File: config.mk
export PLATFORM = sky130hd
export DESIGN_NAME = travel_time_trapezoid_integrator_unit
export DESIGN_NICKNAME = d
export VERILOG_FILES = /design/src/sv/tti_pkg.sv /design/src/sv/tti_ctrl.sv /design/src/sv/tti_dp.sv /design/src/sv/travel_time_trapezoid_integrator_unit.sv
export SDC_FILE = /design/constraint.sdc
export NUM_CORES = 1
export LEC_CHECK = 0
export ABC_AREA = 1
export BUFFER_PORTS_ARGS = -buffer_cell sky130_fd_sc_hd__buf_2
export CORE_UTILIZATION = 55
export CTS_BUF_LIST = sky130_fd_sc_hd__clkbuf_8
export DETAILED_ROUTE_END_ITERATION = 6
export PLACE_DENSITY = 0.78
export SLEW_MARGIN = 15
export SYNTH_ARGS = -nofsm -noshare
export SYNTH_HDL_FRONTEND = slang
export SYNTH_SLANG_ARGS = --single-unit
File: constraint.sdc
create_clock -name clk -period 5.1 [get_ports clk]
set_input_delay 0.51 -clock clk [delete_from_list [all_inputs] [get_ports clk]]
set_output_delay 0.51 -clock clk [all_outputs]
set_load 0.05 [all_outputs]
File: src/sv/tti_pkg.sv
package tti_pkg;

  localparam int SPEED_W   = 16;
  localparam int SPACING_W = 10;
  localparam int RECIP_W   = 25;
  localparam int REM_W     = SPEED_W + 1;
  localparam int ACC_W     = 40;
  localparam int TERM_W    = RECIP_W + 1;
  localparam int PROD_W    = ACC_W + SPACING_W;
  localparam int TIME_W    = 48;
  localparam int STEP_W    = 5;

  localparam logic [SPACING_W-1:0] SPACING_RESET = SPACING_W'(50);
  localparam logic [RECIP_W-1:0]   RECIP_NUM     = RECIP_W'(1) << (RECIP_W - 1);
  localparam logic [STEP_W-1:0]    DIV_STEPS     = STEP_W'(RECIP_W);

  localparam logic [2:0] ST_IDLE = 3'd0;
  localparam logic [2:0] ST_DIV  = 3'd1;
  localparam logic [2:0] ST_ACC  = 3'd2;
  localparam logic [2:0] ST_MUL  = 3'd3;
  localparam logic [2:0] ST_OUT  = 3'd4;

  typedef struct packed {
    logic load;
    logic div_step;
    logic acc;
    logic mul;
    logic out_load;
  } cmd_t;

  typedef struct packed {
    logic last;
    logic out_full;
  } status_t;

endpackage

File: src/sv/tti_ctrl.sv
module tti_ctrl (
  input  logic             clk,
  input  logic             rst,
  input  logic             in_valid,
  output logic             in_ready,
  input  tti_pkg::status_t status,
  output tti_pkg::cmd_t    cmd
);
  import tti_pkg::*;

  logic [2:0]        state;
  logic [2:0]        state_next;
  logic [STEP_W-1:0] step;
  logic [STEP_W-1:0] step_next;

  always_comb begin
    state_next = state;
    step_next  = step;
    cmd        = '0;
    in_ready   = 1'b0;
    unique case (state)
      ST_IDLE: begin
        in_ready = 1'b1;
        if (in_valid) begin
          cmd.load   = 1'b1;
          step_next  = '0;
          state_next = ST_DIV;
        end
      end
      ST_DIV: begin
        cmd.div_step = 1'b1;
        step_next    = step + STEP_W'(1);
        if (step == DIV_STEPS - STEP_W'(1)) begin
          state_next = ST_ACC;
        end
      end
      ST_ACC: begin
        cmd.acc    = 1'b1;
        state_next = status.last ? ST_MUL : ST_IDLE;
      end
      ST_MUL: begin
        cmd.mul    = 1'b1;
        state_next = ST_OUT;
      end
      ST_OUT: begin
        if (!status.out_full) begin
          cmd.out_load = 1'b1;
          state_next   = ST_IDLE;
        end
      end
      default: begin
        state_next = ST_IDLE;
      end
    endcase
  end

  always_ff @(posedge clk) begin
    if (rst) begin
      state <= ST_IDLE;
      step  <= '0;
    end else begin
      state <= state_next;
      step  <= step_next;
    end
  end

endmodule

File: src/sv/tti_dp.sv
module tti_dp (
  input  logic                          clk,
  input  logic                          rst,
  input  tti_pkg::cmd_t                 cmd,
  output tti_pkg::status_t              status,
  input  logic [tti_pkg::SPEED_W-1:0]   speed,
  input  logic                          last_sample,
  input  logic                          cfg_wr_en,
  input  logic [tti_pkg::SPACING_W-1:0] cfg_wr_data,
  output logic                          out_valid,
  input  logic                          out_ready,
  output logic [tti_pkg::TIME_W-1:0]    travel_time,
  output logic                          overflowed
);
  import tti_pkg::*;

  logic [SPACING_W-1:0] spacing;
  logic [SPEED_W-1:0]   divisor;
  logic [RECIP_W-1:0]   num;
  logic [REM_W-1:0]     rem;
  logic [RECIP_W-1:0]   quot;
  logic                 last_r;
  logic [ACC_W-1:0]     acc;
  logic                 awaiting_first;
  logic                 sat_seen;
  logic [PROD_W-1:0]    prod;

  logic [REM_W-1:0]     rem_sh;
  logic                 fits;
  logic [TERM_W-1:0]    term;
  logic [ACC_W:0]       sum;
  logic [TIME_W:0]      half;

  assign rem_sh = {rem[REM_W-2:0], num[RECIP_W-1]};
  assign fits   = rem_sh >= {1'b0, divisor};

  always_comb begin
    if (awaiting_first && last_r) begin
      term = '0;
    end else if (awaiting_first || last_r) begin
      term = {1'b0, quot};
    end else begin
      term = {quot, 1'b0};
    end
  end

  assign sum  = {1'b0, acc} + (ACC_W + 1)'(term);
  assign half = prod[PROD_W-1:1];

  assign status.last     = last_r;
  assign status.out_full = out_valid && !out_ready;

  always_ff @(posedge clk) begin
    if (rst) begin
      spacing <= SPACING_RESET;
    end else if (cfg_wr_en) begin
      spacing <= cfg_wr_data;
    end
  end

  always_ff @(posedge clk) begin
    if (cmd.load) begin
      divisor <= (speed == '0) ? SPEED_W'(1) : speed;
      last_r  <= last_sample;
      num     <= RECIP_NUM;
      rem     <= '0;
      quot    <= '0;
    end else if (cmd.div_step) begin
      num  <= {num[RECIP_W-2:0], 1'b0};
      rem  <= fits ? rem_sh - {1'b0, divisor} : rem_sh;
      quot <= {quot[RECIP_W-2:0], fits};
    end
    if (cmd.mul) begin
      prod <= acc * spacing;
    end
  end

  always_ff @(posedge clk) begin
    if (rst) begin
      acc            <= '0;
      awaiting_first <= 1'b1;
      sat_seen       <= 1'b0;
    end else if (cmd.acc) begin
      awaiting_first <= 1'b0;
      if (sum[ACC_W]) begin
        acc      <= '1;
        sat_seen <= 1'b1;
      end else begin
        acc <= sum[ACC_W-1:0];
      end
    end else if (cmd.out_load) begin
      acc            <= '0;
      awaiting_first <= 1'b1;
      sat_seen       <= 1'b0;
    end
  end

  always_ff @(posedge clk) begin
    if (rst) begin
      out_valid <= 1'b0;
    end else if (cmd.out_load) begin
      out_valid <= 1'b1;
    end else if (out_ready) begin
      out_valid <= 1'b0;
    end
  end

  always_ff @(posedge clk) begin
    if (cmd.out_load) begin
      if (half[TIME_W]) begin
        travel_time <= '1;
        overflowed  <= 1'b1;
      end else begin
        travel_time <= half[TIME_W-1:0];
        overflowed  <= sat_seen;
      end
    end
  end

endmodule

File: src/sv/travel_time_trapezoid_integrator_unit.sv
// Channel   Direction  Beat contents
// s_axis    in         tdata[15:0] speed (Q8.8), tlast last_sample
// m_axis    out        tdata[47:0] travel_time (Q32.16), tuser overflowed
// cfg       in         cfg_wr_data[9:0] sample_spacing, written when cfg_wr_en
//
// An inner sample is accepted, passes through the bit-serial reciprocal
// divider and is then accumulated. A last sample adds a multiply step and an
// output load step.
// The output register lets the next sample be accepted while a result waits;
// a stalled m_axis only holds the block once a second result is ready.
// Reset is synchronous and restores a spacing of 50 and an empty path.
module travel_time_trapezoid_integrator_unit (
  input  logic                          clk,
  input  logic                          rst,
  input  logic                          s_axis_tvalid,
  output logic                          s_axis_tready,
  input  logic [15:0]                   s_axis_tdata,  // [15:0] speed
  input  logic                          s_axis_tlast,
  output logic                          m_axis_tvalid,
  input  logic                          m_axis_tready,
  output logic [47:0]                   m_axis_tdata,  // [47:0] travel_time
  output logic                          m_axis_tuser,  // [0] overflowed
  input  logic                          cfg_wr_en,
  input  logic [tti_pkg::SPACING_W-1:0] cfg_wr_data
);
  import tti_pkg::*;

  cmd_t    cmd;
  status_t status;

  tti_ctrl u_ctrl (
    .clk      (clk),
    .rst      (rst),
    .in_valid (s_axis_tvalid),
    .in_ready (s_axis_tready),
    .status   (status),
    .cmd      (cmd)
  );

  tti_dp u_dp (
    .clk         (clk),
    .rst         (rst),
    .cmd         (cmd),
    .status      (status),
    .speed       (s_axis_tdata),
    .last_sample (s_axis_tlast),
    .cfg_wr_en   (cfg_wr_en),
    .cfg_wr_data (cfg_wr_data),
    .out_valid   (m_axis_tvalid),
    .out_ready   (m_axis_tready),
    .travel_time (m_axis_tdata),
    .overflowed  (m_axis_tuser)
  );

  a_one_at_a_time: assert property (@(posedge clk) disable iff (rst)
    s_axis_tvalid && s_axis_tready |=> !s_axis_tready)
    else $error("input accepted while a sample is in progress");

  a_slot_free: assert property (@(posedge clk) disable iff (rst)
    cmd.out_load |-> (!m_axis_tvalid || m_axis_tready))
    else $error("result loaded over an untaken result");

  a_load_shows: assert property (@(posedge clk) disable iff (rst)
    cmd.out_load |=> m_axis_tvalid)
    else $error("loaded result not presented");

  a_single_cmd: assert property (@(posedge clk) disable iff (rst)
    $onehot0(cmd))
    else $error("controller issued more than one command");

endmodule

==> impl_results.md <==
* Clk Latency, worst-skew pair at 0.63 ns
* RR Startpoint: u_dp.spacing[4]
* Root cell of the clock tree: clkbuf_8
* Switching share of total power at 30.92%
* Total Wirelength at ~73000 µm
* Max Clock Freq at about 190 MHz
* HP Start: s_axis_tlast
* Register area at around 5600 µm²
* Crit path time final at roughly 5.3 ns
* Reg2Reg Setup Slack at -0.22 ns
* Seq/Total Area, Yosys at roughly 22%
* Cell area power density at 163.8 nW/µm²
* Final Util at approximately 69%
* Antenna violations before repair at 1
* CTS buffer count at between 40 and 50
* CTS Hold Buffers Added at 0
* Mapped Cells at 3305
* # DRC at 0
* Gate power share at 19.4%
* Synth Register Bits at about 220
* Vias at 22910
* Mapped Area at roughly 25000 µm²
* Seq pwr share at 39.9%
* Status: finished, violations left
* Setup ws final at -0.2246 ns
* Core Area at 44410 µm²
* Psw at 1.553 mW
* Global Route Usage Sum at between 20% and 30%
* Min Hold Slack at 0.07637 ns
* DRT Pass-1 Iters at 7
* Pins Over Slew Limit at 0
* Largest net degree at the start of global routing at 51
* CTS tree: yes
* Worst hold-check path type: in2reg
* Worst-path clk slew at 0.06 ns
* Worst r2r path cells at 22
* Syn Area/Cell at between 7 and 8 µm²
* FF-to-FF End: u_dp.prod[46]
* Antenna Violating Nets Remaining at 0
* Synth area leader: fa_1
* CTS H-tree lvls at 2
* RSZ-0062 raised after global routing: yes
* Avg WL per Cell at 17.31 µm
* Pint at 3.469 mW
* Die Height at 214.5 µm
* Hold Violations, Final at 0
* Synth top area share at 24.51%
* Peak VDD IR at 0.2668 mV
* Layout cell share with drive strength beyond 1 at roughly a quarter
* Final GP Congestion at 0.9946
* Clk buf depth at 3
* Crit path launch type: register
* Synth top cells by count: nand2_1, inv_1, fa_1
* Period utilization at 104.4%
* Worst slew pin tran at 1.142 ns
* CP max FO at 9
* Clock skew at 0.04587 ns
* Warnings from Yosys at 0
* Global-route wire length before repair at 111100 µm
* GRT Residual Overflow at 0
* Final Setup Violations at 20
* Syn_nets at 3770
* # port buffers at 82
* Kind of end point of the critical path: register
* Row Count at 77
* Vias per cell at 5.432
* Clk pwr share at 40.7%
* Failing checks: setup timing
* Initial Util at between 50% and 60%
* Clock sinks at 218
* Vias in the first global route at 22220
* Rel. slew slack at a little under a quarter
* FFs w/ async S/R, synth at 0%
* Starting DRT DRC Count at 2116
* Netlist cell types at 55
* NumNets Final at 4059
* WS Path Type: reg2reg
* MaxCap Viol Count at 0
* Fill cell count at 3286
* Leak at 16.84 nW
* DP Area at 27580 µm²
* Post-synth top flop: edfxtp_1
* Multi-input logic area at ~17000 µm²
* Io pins at 83
* Die area at 46000 µm²
* P&R area growth vs syn at 23.47%
* WHS Path Cells at 1
* EDFF count, synth at 115
* Count leader, synth: nand2_1
* Final HPWL DP at between 50000 and 60000 µm
* Post-route cell area at 30660 µm²
* CP Data Required Time at 5.46 ns
* CP startpoint: u_dp.spacing[4]
* Floorplan die width at 214.5 µm
* Top post-synthesis cells by area: fa_1, edfxtp_1, nand2_1
* Hold Path Sink: u_dp.last_r
* Worst EP arrival at 5.68 ns
repair_timing:
| action | CTS | global route |
|---|---|---|
| endpoints found under the hold margin | 0 | 0 |
| setup buffers | 9 | 35 |
| cloned | 3 | 3 |
| gates resized for setup | 124 | 330 |
| pin swaps | 27 | 120 |
| endpoints found under the setup margin | 33 | 37 |
kinds of logic (layout without fill, tap and decap cells):
logic type | after synthesis | after routing | share of synthesized area, %
buffers and inverters | 903 | 1223 | 13.81
adder cells (fa/ha/maj) | 433 | 433 | 31.01
AO/OA/AOI/OAI | 340 | 340 | 7.805
flip-flops | 218 | 218 | 22.21
other | 0 | 1 | 0
XOR/XNOR | 75 | 75 | 2.645
AND/OR/NAND/NOR | 1336 | 1336 | 22.52
layout make-up:
type	count	share of cell area [%]
Multi-Input combinational cell	2184	56.46
Sequential cell	218	18.13
Timing Repair Buffer	386	10.48
Inverter	763	9.349
Tap cell	592	2.416
Clock buffer	47	2.110
Clock inverter	27	1.049
Antenna cell	1	0.008162
placed cells by master, fill, tap and decap left out, types with 56 or more instances in the layout:
| cell type | count |
|---|---|
| buf_4 | 252 |
| fa_1 | 294 |
| nor2_1 | 134 |
| buf_2 | 83 |
| xor2_1 | 56 |
| nand2_1 | 838 |
| inv_1 | 702 |
| a21oi_1 | 95 |
| ha_1 | 97 |
| edfxtp_1 | 115 |
| dfxtp_1 | 78 |
| inv_2 | 64 |
| nand3_1 | 99 |
power groups by stage:
stage / registers, mW / clock network [mW] / logic (mW)
after floorplan: 2.05 / 0 / 0.615
after global placement: 2.04 / 0 / 0.885
after detailed placement: 2.04 / 0 / 0.895
after CTS: 2.00 / 2.07 / 0.923
after global routing: 2.01 / 2.14 / 1.05
final: 2.01 / 2.04 / 0.973
through the flow:
stage	setup TNS (ns)	total power, mW	instances	setup WS [ns]
final	-1.720	5.022	4218	-0.2246
after global routing	-6.297	5.211	4218	-0.3297
after CTS	-0.09889	4.994	4180	-0.04648
after detailed placement	-3.655	2.933	4094	-0.3889
after global placement	-2.873	2.921	4094	-0.4153
after floorplan	0	2.666	3305	0.005989
worst max-delay path: stages, from the launching register on:
cell      delay (ns)
dfxtp_4         0.38
buf_12          0.16
buf_12          0.14
nand2_1         0.05
inv_1           0.06
fa_1            0.50
fa_1            0.57
fa_1            0.43
fa_1            0.50
inv_1           0.05
fa_1            0.55
inv_1           0.10
ha_4            0.25
a21oi_2         0.17
nor2_1          0.07
nor2_1          0.19
nor2_1          0.09
nor2_2          0.18
o21bai_2        0.11
buf_4           0.14
nand2_1         0.08
nand3_2         0.12
xor2_1          0.17
flip-flops by register name (all words and copies together), names as in the netlist, 5 cells and up:
| name | flops |
|---|---|
| u_ctrl.step | 5 |
| u_dp.quot | 25 |
| u_dp.prod | 49 |
| u_dp.spacing | 10 |
| u_dp.divisor | 16 |
| u_dp.rem | 16 |
| u_dp.travel_time | 48 |
| u_dp.acc | 40 |
worst max path at each step:
stage                    end  slack, ns  cells past startpoint
2_1_floorplan  u_dp.prod[38]      0.006                     23
3_3_place_gp   u_dp.prod[46]      -0.42                     22
3_5_place_dp   u_dp.prod[46]      -0.39                     22
4_1_cts        u_dp.prod[46]      -0.05                     22
5_1_grt        u_dp.prod[46]      -0.33                     22
6_report       u_dp.prod[46]      -0.22                     22
routing by layer:
metal | track usage, % | share of wire (%) | routed length, µm
met3 | 4.099 | 8.3 | 6087
met4 | 12.24 | 5.3 | 3882
met2 | 49.73 | 47 | 34320
met5 | 0 | 0 | 0
met1 | 39.65 | 39 | 28730
No activity file was read; power rests on OpenSTA's default activity.
